$ cat src/rtl/core/dwip_pkg.sv
// shared widths, constants and types for the dual wheel incremental pid block
package dwip_pkg;

    localparam int SPEED_W    = 16;
    localparam int LIMIT_W    = 14;
    localparam int GAIN_W     = 18;
    localparam int DRIVE_W    = 15;
    localparam int CNT_W      = 8;
    localparam int DIST_W     = 32;
    localparam int ERR_W      = 17;
    localparam int ACC_W      = 23;
    localparam int CFG_IDX_W  = 3;
    localparam int CFG_DATA_W = 18;

    localparam int ERROR_LIMIT = 1000;

    localparam logic signed [DIST_W-1:0] BAND_HALF = 32'sd25600;
    localparam logic signed [DIST_W-1:0] BAND_ONE  = 32'sd51200;
    localparam logic signed [DIST_W-1:0] BAND_TWO  = 32'sd102400;

    localparam logic [LIMIT_W-1:0] LIMIT_RESET    = 14'd8000;
    localparam logic [LIMIT_W-1:0] LIMIT_START    = 14'd10000;
    localparam logic [LIMIT_W-1:0] LIMIT_BAND_ONE = 14'd4000;
    localparam logic [LIMIT_W-1:0] LIMIT_RING     = 14'd6000;
    localparam logic [LIMIT_W-1:0] LIMIT_LOST     = 14'd5000;
    localparam logic [LIMIT_W-1:0] LIMIT_STEP     = 14'd100;
    localparam logic [LIMIT_W-1:0] LIMIT_LOST_MAX = 14'd6000;

    localparam logic [GAIN_W-1:0] KP_1000 = 18'd256000;
    localparam logic [GAIN_W-1:0] KP_900  = 18'd230400;
    localparam logic [GAIN_W-1:0] KP_250  = 18'd64000;

    localparam logic signed [SPEED_W-1:0] TARGET_RING = 16'sd563;
    localparam logic signed [SPEED_W-1:0] TARGET_LOST = 16'sd512;
    localparam logic signed [SPEED_W-1:0] TARGET_STOP = 16'sd0;

    localparam logic [CNT_W-1:0] FOLD_MIN   = 8'd5;
    localparam logic [CNT_W-1:0] LOST_SHORT = 8'd20;

    typedef enum logic [CFG_IDX_W-1:0] {
        REG_TARGET_SPEED    = 3'd0,
        REG_BASE_OUT_LIMIT  = 3'd1,
        REG_KP_LEFT_NORMAL  = 3'd2,
        REG_KP_RIGHT_NORMAL = 3'd3,
        REG_KI_LEFT         = 3'd4,
        REG_KI_RIGHT        = 3'd5,
        REG_KD_LEFT         = 3'd6,
        REG_KD_RIGHT        = 3'd7
    } cfg_reg_t;

    typedef struct packed {
        logic signed [SPEED_W-1:0] target;
        logic [LIMIT_W-1:0]        limit;
        logic signed [SPEED_W-1:0] speed_l;
        logic signed [SPEED_W-1:0] speed_r;
        logic [GAIN_W-1:0]         kp_l;
        logic [GAIN_W-1:0]         kp_r;
    } mode_t;

    typedef struct packed {
        logic ld_e;
        logic ld_p;
        logic ld_s;
        logic ld_o;
    } pipe_ctl_t;

endpackage

$ cat src/rtl/core/dwip_lane.sv
// one wheel lane: error clamp, pid products, sum and clamped accumulator
module dwip_lane #(
    parameter int ERROR_LIMIT = dwip_pkg::ERROR_LIMIT
) (
    input  logic                                clk,
    input  logic                                rst_n,
    input  dwip_pkg::pipe_ctl_t                 ctl,
    input  logic signed [dwip_pkg::SPEED_W-1:0] target,
    input  logic signed [dwip_pkg::SPEED_W-1:0] speed,
    input  logic [dwip_pkg::LIMIT_W-1:0]        limit,
    input  logic [dwip_pkg::GAIN_W-1:0]         kp,
    input  logic [dwip_pkg::GAIN_W-1:0]         ki,
    input  logic [dwip_pkg::GAIN_W-1:0]         kd,
    output logic signed [dwip_pkg::DRIVE_W-1:0] drive
);
    import dwip_pkg::*;

    localparam int DIFF_W = 20;
    localparam int PP_W   = GAIN_W + 1 + ERR_W + 1;
    localparam int PI_W   = GAIN_W + 1 + ERR_W;
    localparam int PD_W   = GAIN_W + 1 + ERR_W + 2;
    localparam int SUM_W  = PD_W + 1;
    localparam int DU_W   = SUM_W - 8;
    localparam int ACCS_W = DU_W + 1;
    localparam logic signed [DIFF_W-1:0] ELIM = DIFF_W'(ERROR_LIMIT * 256);

    // error stage
    logic signed [DIFF_W-1:0] diff;
    logic signed [DIFF_W-1:0] diff_clamped;
    logic signed [ERR_W-1:0]  e0_reg;
    logic [GAIN_W-1:0]        kp_e_reg;
    logic [LIMIT_W-1:0]       limit_e_reg;

    // product stage
    logic signed [ERR_W-1:0]  e1_reg;
    logic signed [ERR_W-1:0]  e2_reg;
    logic signed [GAIN_W:0]   kp_s;
    logic signed [GAIN_W:0]   ki_s;
    logic signed [GAIN_W:0]   kd_s;
    logic signed [ERR_W:0]    dp;
    logic signed [ERR_W+1:0]  dd;
    logic signed [PP_W-1:0]   pp_reg;
    logic signed [PI_W-1:0]   pi_reg;
    logic signed [PD_W-1:0]   pd_reg;
    logic [LIMIT_W-1:0]       limit_p_reg;

    // sum stage
    logic signed [SUM_W-1:0]  du_full;
    logic signed [DU_W-1:0]   du_reg;
    logic [LIMIT_W-1:0]       limit_s_reg;

    // accumulate stage
    logic signed [ACC_W-1:0]  acc_reg;
    logic signed [ACC_W-1:0]  acc_next;
    logic signed [ACCS_W-1:0] acc_sum;
    logic signed [ACCS_W-1:0] lim;
    logic signed [ACC_W:0]    acc_adj;

    always_comb
    begin
        diff = DIFF_W'(target) - DIFF_W'(speed);
        if (diff > ELIM)
        begin
            diff_clamped = ELIM;
        end
        else if (diff < -ELIM)
        begin
            diff_clamped = -ELIM;
        end
        else
        begin
            diff_clamped = diff;
        end
    end

    assign kp_s = signed'({1'b0, kp_e_reg});
    assign ki_s = signed'({1'b0, ki});
    assign kd_s = signed'({1'b0, kd});
    assign dp   = (ERR_W+1)'(e0_reg) - (ERR_W+1)'(e1_reg);
    assign dd   = (ERR_W+2)'(e0_reg) - ((ERR_W+2)'(e1_reg) <<< 1) + (ERR_W+2)'(e2_reg);

    // floor to q.8 is an arithmetic shift
    assign du_full = SUM_W'(pp_reg) + SUM_W'(pi_reg) + SUM_W'(pd_reg);

    always_comb
    begin
        acc_sum = ACCS_W'(acc_reg) + ACCS_W'(du_reg);
        lim     = signed'(ACCS_W'({limit_s_reg, 8'b0}));
        if (acc_sum > lim)
        begin
            acc_next = lim[ACC_W-1:0];
        end
        else if (acc_sum < -lim)
        begin
            acc_next = ACC_W'(-lim);
        end
        else
        begin
            acc_next = acc_sum[ACC_W-1:0];
        end
        // truncate toward zero
        acc_adj = (ACC_W+1)'(acc_next) + (acc_next[ACC_W-1] ? (ACC_W+1)'(255) : '0);
        drive   = acc_adj[ACC_W-1:8];
    end

    always_ff @(posedge clk or negedge rst_n)
    begin
        if (!rst_n)
        begin
            e1_reg  <= '0;
            e2_reg  <= '0;
            acc_reg <= '0;
        end
        else
        begin
            if (ctl.ld_p)
            begin
                e1_reg <= e0_reg;
                e2_reg <= e1_reg;
            end
            if (ctl.ld_o)
            begin
                acc_reg <= acc_next;
            end
        end
    end

    always_ff @(posedge clk)
    begin
        if (ctl.ld_e)
        begin
            e0_reg      <= diff_clamped[ERR_W-1:0];
            kp_e_reg    <= kp;
            limit_e_reg <= limit;
        end
        if (ctl.ld_p)
        begin
            pp_reg      <= PP_W'(kp_s * dp);
            pi_reg      <= PI_W'(ki_s * e0_reg);
            pd_reg      <= PD_W'(kd_s * dd);
            limit_p_reg <= limit_e_reg;
        end
        if (ctl.ld_s)
        begin
            du_reg      <= du_full[SUM_W-1:8];
            limit_s_reg <= limit_p_reg;
        end
    end

endmodule

$ cat config.mk
export PLATFORM = sky130hd
export DESIGN_NAME = dwip_lane
export DESIGN_NICKNAME = d
export VERILOG_FILES = /design/src/rtl/core/dwip_pkg.sv /design/src/rtl/core/dwip_lane.sv
export SDC_FILE = /design/constraint.sdc
export NUM_CORES = 2
export LEC_CHECK = 0
export BUFFER_PORTS_ARGS = -buffer_cell sky130_fd_sc_hd__buf_4
export CAP_MARGIN = 40
export CORE_MARGIN = 4
export CORE_UTILIZATION = 50
export CTS_BUF_LIST = sky130_fd_sc_hd__clkbuf_8 sky130_fd_sc_hd__clkbuf_16
export DETAILED_ROUTE_END_ITERATION = 12
export PLACE_DENSITY = 0.66
export SLEW_MARGIN = 30
export SYNTH_ARGS = -nofsm -noshare
export SYNTH_HDL_FRONTEND = slang
export SYNTH_SLANG_ARGS = --single-unit
$ cat constraint.sdc
create_clock -name clk -period 10.9 [get_ports clk]
set_clock_uncertainty 0.15 [all_clocks]
set_input_delay 2.18 -clock clk [delete_from_list [all_inputs] [get_ports clk]]
set_output_delay 2.18 -clock clk [all_outputs]
set_load 0.01 [all_outputs]
==> results.md <==
- Setup WS post-layout: 0.578 ns
- Reg area: 8000 sq um
- CP dominant cell by count: nand4_1
- Port bufs: 120
- Final WL: 129,000 um
- Setup TNS Final: 0 ns
- Synth Flop Type: edfxtp_1
- CTS Sinks: 276
- First-pass GRT wire length: 209,000 um
- Req. time, crit path: 8.57 ns
- TritonCTS clock tree: yes
- Core Area: 100,000 sq um
- Final Max Slew Viols: 0
- Nets: 6,973
- Layout cells sized above 1: 6.04%
- Endpoint class of the critical path: output port
- YS warnings: 0
- H-tree depth: 2
- Synthesized cell area: 50,500 sq um
- Vias in the first global route: 38,800
- Detailed Routing Iterations Pass 1: 5
- Slew @ Worst Pin: 0.811 ns
- Fmax: 0.0969 GHz
- Number of synthesized register bits: 276
- Async set-or-reset flop fraction in the synthesized netlist: 20.7%
- Die ar.: 106,000 sq um
- DR vias/cell: 5.49
- Vias: 37,200
- Synth top area share: 32.6%
- Clk buf depth: 3
- Max FFs per register: 38
- DRC: 0
- Clock Pin Slew Worst Setup and Hold Paths: 0.05 ns
- RSZ-0062 raised after global routing: false
- # diodes: 0
- Root buffer cell: clkbuf_16
- Total Routing Usage GR: 24.7%
- Final ANT Viol Nets: 0
- Wire length per cell: 19.0 um
- HPWL after detailed placement: 104,000 um
- I/O pins: 121
- Vert. Die Dim: 326 um
- Initial drt markers: 2,187
- Clk_lat worst skew: 0.58 ns
- Fin crit share: 94.7%
- EDFF count, synth: 219
- Status: completed
- GRT Residual Overflow: 0
- CP max FO: 11
- Post-synthesis cell type count: 79
- CTS buffer count: 35
- Period minus WS final: 10.32 ns
- Final core occ: 54.2%
- Pin count of the biggest net entering global routing: 93
- Syn Area/Cell: 9.32 sq um
- Area of the multi-input gates: 37,700 sq um
- Final Hold Fails: 0
- # Max-Cap Violations: 0
- Endpoints failing setup: 0
- Initial antenna violation count: 4
- Gpl congestion: 0.914
- Crit path largest cell delay: 0.53 ns
- Crit path kind: flop to output port
- Crit start category: flop
- Sequential fraction of the synthesis area: 15.8%
- Largest cells by area after synthesis: fa_1, ha_1, edfxtp_1
- Starting Density: 50.4%
- Die Wd: 326 um
- Mapped Cells: 5,422
- Hold buffer count at CTS: 0
- Fill cells: 9,120
- Largest area contributor in the netlist: fa_1
- Worst R2R Setup Slack: 0.65 ns
- Syn nets: 6,939
- Site row count: 116
- HP Class: flop to flop
- Pre-CTS WS: 0.680 ns
- Layout Area Growth over Synthesis: 7.42%
- Relative slew slack: 45.6%
- Worst Path Arrival: 7.99 ns
- CP max-delay cell: a2111oi_4
-- synth_stat cells (8+ instances only) --
library cell	number
o211ai_1	11
inv_1	1075
o21bai_1	38
mux2i_1	8
nor3b_1	18
edfxtp_1	219
and2_1	344
a21o_1	66
xnor2_1	129
o31ai_1	9
fa_1	823
ha_1	588
a211o_1	9
nand4_1	22
or3_1	15
or2_2	8
o211a_1	22
mux2_2	17
nor2_1	181
nand3_1	118
nor4_1	14
nor3_1	55
and3_1	24
o21ai_0	152
nand2_1	657
a31oi_1	19
a211oi_1	16
dfrtp_1	57
clkbuf_1	192
o21a_1	37
nand2b_1	65
nor2b_1	46
xor2_1	48
a21boi_0	22
buf_1	14
a21oi_1	179
-- final timing paths --
| check | from | to | cells after the start |
|---|---|---|---|
| hold reg to reg | limit_p_reg[0]$_DFFE_PP_ | limit_s_reg[0]$_DFFE_PP_ | 0 |
| setup / recovery | du_reg[0]$_DFFE_PP_ | drive[14] | 30 |
| max in group asynchronous | rst_n | e2_reg[12]$_DFFE_PN0P_ | 2 |
| hold / removal | limit_p_reg[0]$_DFFE_PP_ | limit_s_reg[0]$_DFFE_PP_ | 0 |
| setup reg to reg | e0_reg[2]$_SDFFCE_PP0P_ | pd_reg[37]$_DFFE_PP_ | 42 |
| min in group asynchronous | rst_n | acc_reg[14]$_DFFE_PN0P_ | 1 |
-- cells in the final DEF (no fill, tap or decap), types with 14 or more instances in the layout --
cell	instances
a211oi_1	15
a21boi_0	22
a21o_1	66
a21oi_1	178
a31oi_1	19
and2_1	344
and3_1	24
buf_4	194
clkbuf_16	35
dfrtp_1	57
edfxtp_1	219
fa_1	823
ha_1	588
inv_1	1081
mux2_2	17
nand2_1	657
nand2b_1	65
nand3_1	118
nand4_1	22
nor2_1	176
nor2b_1	46
nor3_1	53
nor3b_1	17
nor4_1	14
o211a_1	22
o21a_1	37
o21ai_0	151
o21bai_1	37
or3_1	15
xnor2_1	127
xor2_1	48
-- area by class of cell --
cell class | count | share of cell area, %
Inverter | 1076 | 7.44
Clock buffer | 37 | 1.66
Timing Repair Buffer | 209 | 3.06
Tap cell | 1298 | 2.99
Sequential cell | 276 | 14.7
Multi-Input combinational cell | 3858 | 69.5
Clock inverter | 25 | 0.540
-- logic make-up after synthesis --
| group | after synthesis | share of synthesized area (%) |
|---|---|---|
| multiplexers | 25 | 0.537 |
| AO/OA/AOI/OAI | 647 | 8.37 |
| adder cells (fa/ha/maj) | 1411 | 47.2 |
| flip-flops | 276 | 15.8 |
| AND/OR/NAND/NOR | 1598 | 15.4 |
| buffers and inverters | 1288 | 9.59 |
| XOR/XNOR | 177 | 3.07 |
-- worst max-delay path: cells and delay by family (launching register included) --
kind	cells	cell delay [ns]
AND/OR/NAND/NOR	13	2.54
AO/OA/AOI/OAI	9	2.84
adder cells (fa/ha/maj)	4	1.02
buffers and inverters	2	0.24
flip-flops	1	0.36
XOR/XNOR	2	0.42
-- through the flow --
stage	instance area [sq um]	hold WS, ns	std cells
2_1_floorplan	50500	0.250	5422
3_3_place_gp	52900	0.251	6703
3_5_place_dp	52900	0.256	6710
4_1_cts	54100	0.269	6772
5_1_grt	54300	0.273	6779
6_report	54300	0.265	6779
-- metal layers --
metal  routed length (um)  track usage [%]
met1                55400             33.0
met5                   16                0
met4                 4610             7.97
met2                61700             41.8
met3                 7070             3.38
-- what timing repair did --
action | CTS | global route
endpoints found under the setup margin | 0 | 3
buffers inserted | 0 | 0
gates resized for setup | 0 | 3
Power is not shown: default switching activity piles up to over one toggle a cycle in this logic, so the estimate is an artifact.
