$ cat src/rtl/core/dwip_pkg.sv
// shared widths, constants and types for the dual wheel incremental pid block
package dwip_pkg;

    localparam int SPEED_W    = 16;
    localparam int LIMIT_W    = 14;
    localparam int GAIN_W     = 18;
    localparam int DRIVE_W    = 15;
    localparam int CNT_W      = 8;
    localparam int DIST_W     = 32;
    localparam int ERR_W      = 17;
    localparam int ACC_W      = 23;
    localparam int CFG_IDX_W  = 3;
    localparam int CFG_DATA_W = 18;

    localparam int ERROR_LIMIT = 1000;

    localparam logic signed [DIST_W-1:0] BAND_HALF = 32'sd25600;
    localparam logic signed [DIST_W-1:0] BAND_ONE  = 32'sd51200;
    localparam logic signed [DIST_W-1:0] BAND_TWO  = 32'sd102400;

    localparam logic [LIMIT_W-1:0] LIMIT_RESET    = 14'd8000;
    localparam logic [LIMIT_W-1:0] LIMIT_START    = 14'd10000;
    localparam logic [LIMIT_W-1:0] LIMIT_BAND_ONE = 14'd4000;
    localparam logic [LIMIT_W-1:0] LIMIT_RING     = 14'd6000;
    localparam logic [LIMIT_W-1:0] LIMIT_LOST     = 14'd5000;
    localparam logic [LIMIT_W-1:0] LIMIT_STEP     = 14'd100;
    localparam logic [LIMIT_W-1:0] LIMIT_LOST_MAX = 14'd6000;

    localparam logic [GAIN_W-1:0] KP_1000 = 18'd256000;
    localparam logic [GAIN_W-1:0] KP_900  = 18'd230400;
    localparam logic [GAIN_W-1:0] KP_250  = 18'd64000;

    localparam logic signed [SPEED_W-1:0] TARGET_RING = 16'sd563;
    localparam logic signed [SPEED_W-1:0] TARGET_LOST = 16'sd512;
    localparam logic signed [SPEED_W-1:0] TARGET_STOP = 16'sd0;

    localparam logic [CNT_W-1:0] FOLD_MIN   = 8'd5;
    localparam logic [CNT_W-1:0] LOST_SHORT = 8'd20;

    typedef enum logic [CFG_IDX_W-1:0] {
        REG_TARGET_SPEED    = 3'd0,
        REG_BASE_OUT_LIMIT  = 3'd1,
        REG_KP_LEFT_NORMAL  = 3'd2,
        REG_KP_RIGHT_NORMAL = 3'd3,
        REG_KI_LEFT         = 3'd4,
        REG_KI_RIGHT        = 3'd5,
        REG_KD_LEFT         = 3'd6,
        REG_KD_RIGHT        = 3'd7
    } cfg_reg_t;

    typedef struct packed {
        logic signed [SPEED_W-1:0] target;
        logic [LIMIT_W-1:0]        limit;
        logic signed [SPEED_W-1:0] speed_l;
        logic signed [SPEED_W-1:0] speed_r;
        logic [GAIN_W-1:0]         kp_l;
        logic [GAIN_W-1:0]         kp_r;
    } mode_t;

    typedef struct packed {
        logic ld_e;
        logic ld_p;
        logic ld_s;
        logic ld_o;
    } pipe_ctl_t;

endpackage

$ cat src/rtl/core/dwip_mode.sv
// distance tracking and per tick mode, target, limit and gain selection
module dwip_mode (
    input  logic                                clk,
    input  logic                                rst_n,
    input  logic                                ld_in,
    input  logic                                ld_mode,
    input  logic signed [dwip_pkg::SPEED_W-1:0] left_speed,
    input  logic signed [dwip_pkg::SPEED_W-1:0] right_speed,
    input  logic                                distance_enable,
    input  logic                                in_ring,
    input  logic                                out_ring,
    input  logic                                line_lost,
    input  logic [dwip_pkg::CNT_W-1:0]          lost_count,
    input  logic [dwip_pkg::CNT_W-1:0]          bend_count,
    input  logic signed [dwip_pkg::SPEED_W-1:0] target_speed,
    input  logic [dwip_pkg::LIMIT_W-1:0]        base_out_limit,
    input  logic [dwip_pkg::GAIN_W-1:0]         kp_left_normal,
    input  logic [dwip_pkg::GAIN_W-1:0]         kp_right_normal,
    output dwip_pkg::mode_t                     mode
);
    import dwip_pkg::*;

    logic signed [SPEED_W-1:0] speed_l_reg;
    logic signed [SPEED_W-1:0] speed_r_reg;
    logic                      ring_in_reg;
    logic                      ring_out_reg;
    logic                      lost_reg;
    logic [CNT_W-1:0]          lost_cnt_reg;
    logic [CNT_W-1:0]          folds_reg;

    logic signed [DIST_W-1:0]  distance_reg;
    logic signed [DIST_W-1:0]  distance_next;
    logic signed [DIST_W+1:0]  dist_sum;

    logic [GAIN_W-1:0]         kp_l_reg;
    logic [GAIN_W-1:0]         kp_r_reg;
    mode_t                     mode_reg;
    mode_t                     mode_next;
    logic [LIMIT_W:0]          limit_bump;

    // saturating travel sum
    always_comb
    begin
        dist_sum = (DIST_W+2)'(distance_reg) + (DIST_W+2)'(left_speed)
                 + (DIST_W+2)'(right_speed);
        if (dist_sum[DIST_W+1:DIST_W-1] == 3'b000 || dist_sum[DIST_W+1:DIST_W-1] == 3'b111)
        begin
            distance_next = dist_sum[DIST_W-1:0];
        end
        else if (dist_sum[DIST_W+1])
        begin
            distance_next = {1'b1, {(DIST_W-1){1'b0}}};
        end
        else
        begin
            distance_next = {1'b0, {(DIST_W-1){1'b1}}};
        end
    end

    always_comb
    begin
        mode_next         = '0;
        mode_next.target  = target_speed;
        mode_next.limit   = base_out_limit;
        mode_next.speed_l = speed_l_reg;
        mode_next.speed_r = speed_r_reg;
        mode_next.kp_l    = kp_l_reg;
        mode_next.kp_r    = kp_r_reg;
        limit_bump        = '0;

        // start bands
        if (distance_reg <= BAND_TWO)
        begin
            if (distance_reg <= BAND_HALF)
            begin
                mode_next.limit = LIMIT_START;
                mode_next.kp_l  = KP_1000;
                mode_next.kp_r  = KP_1000;
            end
            else if (distance_reg <= BAND_ONE)
            begin
                mode_next.limit = LIMIT_BAND_ONE;
                mode_next.kp_l  = KP_250;
                mode_next.kp_r  = KP_250;
            end
            else
            begin
                mode_next.kp_l = kp_left_normal;
                mode_next.kp_r = kp_right_normal;
            end
        end

        if (!lost_reg)
        begin
            if (ring_in_reg && !ring_out_reg)
            begin
                mode_next.limit  = LIMIT_RING;
                mode_next.target = TARGET_RING;
                mode_next.kp_l   = KP_250;
                mode_next.kp_r   = KP_250;
            end
            else if (folds_reg >= FOLD_MIN)
            begin
                mode_next.kp_l = KP_900;
                mode_next.kp_r = KP_900;
            end
        end
        else if (lost_cnt_reg <= LOST_SHORT)
        begin
            mode_next.limit  = LIMIT_LOST;
            mode_next.target = TARGET_STOP;
            mode_next.kp_l   = KP_250;
            mode_next.kp_r   = KP_250;
        end
        else
        begin
            limit_bump = {1'b0, mode_next.limit} + {1'b0, LIMIT_STEP};
            if (limit_bump > {1'b0, LIMIT_LOST_MAX})
            begin
                mode_next.limit = LIMIT_LOST_MAX;
            end
            else
            begin
                mode_next.limit = limit_bump[LIMIT_W-1:0];
            end
            mode_next.target = TARGET_LOST;
            mode_next.kp_l   = KP_250;
            mode_next.kp_r   = KP_250;
        end
    end

    always_ff @(posedge clk or negedge rst_n)
    begin
        if (!rst_n)
        begin
            distance_reg <= '0;
            kp_l_reg     <= '0;
            kp_r_reg     <= '0;
        end
        else
        begin
            if (ld_in && distance_enable)
            begin
                distance_reg <= distance_next;
            end
            if (ld_mode)
            begin
                kp_l_reg <= mode_next.kp_l;
                kp_r_reg <= mode_next.kp_r;
            end
        end
    end

    always_ff @(posedge clk)
    begin
        if (ld_in)
        begin
            speed_l_reg  <= left_speed;
            speed_r_reg  <= right_speed;
            ring_in_reg  <= in_ring;
            ring_out_reg <= out_ring;
            lost_reg     <= line_lost;
            lost_cnt_reg <= lost_count;
            folds_reg    <= bend_count;
        end
        if (ld_mode)
        begin
            mode_reg <= mode_next;
        end
    end

    assign mode = mode_reg;

endmodule

$ cat config.mk
export PLATFORM = sky130hd
export DESIGN_NAME = dwip_mode
export DESIGN_NICKNAME = d
export VERILOG_FILES = /design/src/rtl/core/dwip_pkg.sv /design/src/rtl/core/dwip_mode.sv
export SDC_FILE = /design/constraint.sdc
export NUM_CORES = 1
export LEC_CHECK = 0
export ABC_CLOCK_PERIOD_IN_PS = 4300
export CAP_MARGIN = 20
export CORE_MARGIN = 3
export CORE_UTILIZATION = 58
export DETAILED_ROUTE_END_ITERATION = 8
export DONT_BUFFER_PORTS = 1
export PLACE_DENSITY = 0.88
export SYNTH_ARGS = -nofsm -noshare
export SYNTH_HDL_FRONTEND = slang
export SYNTH_SLANG_ARGS = --single-unit
$ cat constraint.sdc
create_clock -name clk -period 4.3 [get_ports clk]
set_clock_uncertainty 0.05 [all_clocks]
set_input_delay 1.075 -clock clk [delete_from_list [all_inputs] [get_ports clk]]
set_output_delay 1.075 -clock clk [all_outputs]
set_load 0.05 [all_outputs]
==> metrics.txt, run 1 <==
status finished clean; Mapped Area 11300 um2; Crit Path Max Fanout 7; Tmin final 4210 ps; dpl cell area 12000 um2; Tcrit/Tclk final 98.0%; die extent in x 146 um; Slew Viols, Final 0; layout cells sized above 1 15.9%; clock latency on the worst-skew pair 500 ps; Post-CTS Hold Buffers 0; Hold Path Class in -> async; Die Ht 146 um; drt wl/cell 22.1 um; Synth Flop Type edfxtp_1; global placement routability congestion 0.897; total CTS buffers 23; final setup margin 87.2 ps; Tot GR Track Use 26.1%; Die Footprint 21300 um2; DRC 0; synth unique cells 75; CTS HTree Levels 1; max reg flops 98; P&R area growth vs syn 12.2%; #FFs+latches synth 217; Post-Syn Area per Cell 11.7 um2; DRT Pass-1 Iters 6; Final setup viols 0; Initial Util 59.8%; vias in the first global route 8086; Max Cap Violations 0; count of final hold-check violations 0; fmax 237 MHz; Syn Nets 1156; CP Launch Type flip-flop; Setup CP Type reg -> reg; Clock Sinks 217; largest net degree at the start of global routing 135; pwr dens 768 nW/um2; Rows 50; detailed-route via count 8275; # port buffers 0; vias per cell 6.43; VDD IR max 0.450 mV; CP Capture Type flip-flop; first-pass GRT wire length 44.7 mm; final instance area 12700 um2; Setup TNS 0 ps; Slew HR 48.7%; gr ovfl total 0; register area share after synthesis 54.5%; Slew @ Worst Pin 758 ps; synth top area cells edfxtp_1 (39%), dfrtp_1 (15%), fa_1 (5.8%); final core utilization 67.1%; Syn. warnings 0; Post-Synthesis Cells 967; io pins 220; Longest Clk Path Bufs 3; DR iter-0 viols 782; drt total wl 28.5 mm; core area 19000 um2; top cell type's share of synthesized area 39.4%; Root Driver clkbuf_16; CP Data Arrival Time 4390 ps; initial antenna violation count 0; Place WS -259 ps; CTS tree built; total power 9.77 mW; diode count 0; ys async rst share 31.3%; Post-DP HPWL 20.3 mm; Required @ worst endpoint 4470 ps; P_leak 4.92 nW; Antenna Violating Nets Remaining 0; post-synth top area cell edfxtp_1; EDFF count, synth 149; Worst-path clk slew 70 ps; Final nets 1198
==> cell usage after synthesis (3+ instances only) <==
master,n
ha_1,34
o21a_1,9
a2111oi_0,3
a211oi_1,5
o21bai_1,7
xnor2_1,14
clkbuf_1,40
nor2_1,59
o311ai_1,4
o31ai_1,14
nor3_1,24
o41ai_1,3
a21oi_1,71
inv_1,22
and3_1,13
xor2_1,8
mux2i_1,3
o22a_1,3
nor4_1,4
and2_1,17
mux2_2,36
o21ai_1,3
nand2b_1,5
a31oi_1,10
nor2b_1,6
o21ai_0,38
a21boi_0,3
o211ai_1,24
o311ai_0,4
nand2_1,97
nand4_1,7
buf_1,5
fa_1,33
dfrtp_1,68
a21o_1,21
a22oi_1,4
nand3_1,43
edfxtp_1,149
or3_1,9
==> report_power, final <==
part	switching [mW]	internal, mW	total, mW
registers	0.542	2.58	3.12
logic	2.71	2.09	4.80
clock network	0.784	1.07	1.85
total	4.04	5.74	9.77
==> critical path, cell delays in order (launching register included) <==
cell and delay [ps]:
dfrtp_1 460, or4_4 530, nor3_4 160, and3_2 260, a21oi_2 90, and2_1 220
ha_1 240, and4b_1 200, a21oi_2 200, buf_4 140, o21ai_1 100, o311ai_0 640
nor2_1 110, buf_4 190, o21bai_4 220, a21oi_1 130
==> cell type report <==
class	count	area, um2
multi-input cells	682	4950
inverters	22	82.6
flip-flops and latches	217	6180
clock buffers	28	604
fillers	1310	6230
well taps	260	325
clock inverters	14	104
repair buffers	63	485
==> placed cells by master, fill, tap and decap left out, types with 23 or more instances in the layout <==
cell type    n
a21oi_1     67
buf_4       62
clkbuf_16   23
dfrtp_1     68
edfxtp_1   149
fa_1        33
ha_1        34
mux2_2      36
nand2_1     97
nand3_1     43
nor2_1      57
nor3_1      23
o211ai_1    24
o21ai_0     38
==> per-stage QoR <==
step                      hold slack [ps]  cells
after global placement                351   1243
after CTS                             205   1285
after floorplan                       350    967
after global routing                  196   1286
final                                 210   1286
after detailed placement              355   1243
==> routing by layer <==
metal  global-route usage, %  routed length (um)  part of all wire, %
met5                       0                   0                    0
met4                    7.79                 683                  2.4
met3                    5.42                2580                  9.1
met2                    44.7               14500                   51
met1                    33.9               10700                   37
==> cell families (layout without fill, tap and decap cells) <==
logic type               after synthesis  in the layout  synth area share [%]
buffers and inverters                 68            127                  2.32
adder cells (fa/ha/maj)               67             67                  9.58
XOR/XNOR                              22             22                  1.70
AND/OR/NAND/NOR                      303            303                  13.1
AO/OA/AOI/OAI                        251            251                  15.0
flip-flops                           217            217                  54.5
multiplexers                          39             39                  3.84
==> what timing repair did <==
action | in CTS | in global routing
setup endpoints to repair | 0 | 15
setup buffers | 0 | 1
hold endpoints to repair | 0 | 0
gates resized for setup | 0 | 4
==> worst paths after layout <==
check                                 start         endpoint  slack, ps  depth (start not counted)
min in group clk             speed_r_reg[7]         mode[43]        360                          0
min reg2reg                  speed_r_reg[7]         mode[43]        360                          0
max in group asynchronous             rst_n  distance_reg[7]       3860                          0
min                                   rst_n      kp_r_reg[1]        210                          0
max reg2reg                distance_reg[29]         mode[68]         90                         15
max                        distance_reg[29]         mode[68]         90                         15
Power figures use the tool's default switching activity.
==> inputs of run 2 (changes only) <==
--- a/config.mk
+++ b/config.mk
@@ -5,7 +5,7 @@
 export SDC_FILE = /design/constraint.sdc
 export NUM_CORES = 1
 export LEC_CHECK = 0
-export ABC_CLOCK_PERIOD_IN_PS = 4300
+export ABC_CLOCK_PERIOD_IN_PS = 3600
 export CAP_MARGIN = 20
 export CORE_MARGIN = 3
 export CORE_UTILIZATION = 58
==> constraint.sdc (replaced) <==
create_clock -name clk -period 3.6 [get_ports clk]
set_clock_uncertainty 0.05 [all_clocks]
set_input_delay 0.9 -clock clk [delete_from_list [all_inputs] [get_ports clk]]
set_output_delay 0.9 -clock clk [all_outputs]
set_load 0.05 [all_outputs]
==> run 2 against run 1 <==
  * The run now ends with setup timing left
  * Register-to-register slack lost 610 ps
  * Combinational power is 95% higher
  * Final cell count up 8.4%
  * Worst hold slack worse by 170 ps
  * Maximum frequency increased by 2.1%
  * Setup slack lost 610 ps
  * Clock power grew 43%
  * Global-route usage grew 5.6 points
  * Largest cell class unchanged
  * Largest power group unchanged
==> metrics.txt, run 2 (synthesized netlist as in run 1, its figures left out) <==
global placement routability congestion 0.926; DR iter-0 viols 1388; pwr dens 1090 nW/um2; io pins 220; switching share of total power 44.9%; Tot GR Track Use 31.8%; DRT Pass-1 Iters 6; clock latency on the worst-skew pair 520 ps; detailed-route via count 9918; Tmin final 4120 ps; Max Cap Violations 0; Root Driver clkbuf_16; vias per cell 7.11; final setup margin -524 ps; layout cells sized above 1 31.4%; # port buffers 0; Antenna Violating Nets Remaining 0; CP Data Arrival Time 4430 ps; Required @ worst endpoint 3900 ps; gr ovfl total 0; final instance area 14400 um2; Post-CTS Hold Buffers 0; CTS HTree Levels 1; largest net degree at the start of global routing 135; Crit Path Max Fanout 6; failing checks setup timing; P_leak 5.63 nW; Worst path max stage delay 510 ps; Seq pwr share 23.7%; dpl cell area 12700 um2; Final setup viols 43; commonest cells after routing, fill and taps aside buf_4 (152), edfxtp_1 (149), nand2_1 (94); Setup CP Type reg -> reg; Clock Sinks 217; Psw 7.05 mW; P&R area growth vs syn 26.6%; max reg flops 98; Hold Path Class in -> async; Worst-path clk slew 70 ps; vias in the first global route 9741; total CTS buffers 23; Final nets 1307; Rows 50; CP Capture Type flip-flop; unrepaired setup endpoints after global routing true; Longest Clk Path Bufs 3; most common library cell in the layout ignoring fill and taps buf_4; drt wl/cell 28.0 um; count of final hold-check violations 0; Slew Viols, Final 0; Slew HR 31.6%; VDD IR max 0.655 mV; Slew @ Worst Pin 1010 ps; CP bufs+invs 3; drt total wl 39.1 mm; CP top delay family compound AO/OA/AOI/OAI gates; Cell Int Power 8.66 mW; power share of the clock group 16.9%; CTS tree built; die extent in x 146 um; Post-DP HPWL 21.5 mm; DRC 0; combinational cell fraction of total power 59.5%; initial antenna violation count 0; first-pass GRT wire length 54.1 mm; Initial Util 59.8%; CP Launch Type flip-flop; Cell Chain, Critical Path fa_1 > ha_2 > inv_2 > fa_2 > nor2b_2 > o21a_1 > o21ai_2 > a2111o_1 > buf_6 > a21oi_4 > nor3_2 > o21ai_2 > a31oi_4 > buf_6 > o31ai_2; Die Footprint 21300 um2; Die Ht 146 um; WHS 36.4 ps; status finished, violations left; diode count 0; Crit-path slowest cell fa_1; Tcrit/Tclk final 115%; fmax 242 MHz; core area 19000 um2
run 2: cell count changes in the layout (fill, tap and decap cells not counted), moves of 7 or more:
cell      change
a21oi_1      -16
a21oi_2       +9
a21oi_4       +7
buf_4        +90
buf_6        +18
clkinv_2      -7
ha_1          -8
o21ai_0      -11
o21ai_2       +8
o31ai_1       -7
run 2: final cells by class:
type                    instances  area [um2]
repair buffers                172        1380
well taps                     260         325
multi-input cells             682        5560
flip-flops and latches        217        6180
clock buffers                  26         607
clock inverters                15         226
fillers                      1002        4590
inverters                      22        82.6
run 2: routing by layer:
metal / GRT usage [%] / share of wire, % / vias to the layer above
met5: 0 / 0 / -
met4: 18.0 / 8.1 / 0
met3: 8.35 / 12 / 309
met2: 53.9 / 48 / 958
met1: 36.5 / 32 / 4720
li1: - / - / 3931
run 2: what timing repair did:
item / in CTS / in global routing
pin swaps: 21 / 46
buffers inserted: 17 / 9
gates resized for setup: 64 / 61
setup endpoints to repair: 42 / 44
cloned: 2 / 1
run 2: power by group through the flow:
stage               Sequential [mW]  Clock, mW  Combinational [mW]
CTS                            3.66       2.62                7.42
global placement               3.66          0                6.19
floorplan                      3.65          0                4.02
finish                         3.72       2.65                9.34
global route                   3.73       2.77                9.67
detailed placement             3.68          0                6.48
run 2: worst paths after layout:
check,startpoint,end,slack (ps),cells after the start
setup reg to reg,distance_reg[1],distance_reg[23],-520,15
hold reg to reg,speed_r_reg[10],mode[46],370,0
max in group asynchronous,rst_n,distance_reg[30],3310,0
hold / removal,rst_n,kp_r_reg[10],40,0
min in group clk,speed_r_reg[10],mode[46],370,0
setup / recovery,distance_reg[1],distance_reg[23],-520,15
run 2: stage by stage:
stage	power (mW)	setup TNS (ps)	utilization, %	setup slack (ps)	cells
floorplan	7.66	-12470	-	-381	967
global placement	9.85	-16540	67.0	-590	1325
detailed placement	10.2	-22090	67.0	-826	1325
CTS	13.7	-1960	73.7	-170	1384
global route	16.2	-16190	75.8	-531	1394
finish	15.7	-13940	75.8	-524	1394
run 2: worst register-to-register path: cells and delay by family, from the launching register on:
family          cells  cell delay [ps]
compound gates      7             1780
fa+ha+maj           3             1050
flops               1              450
buf+inv             3              380
simple gates        2              250
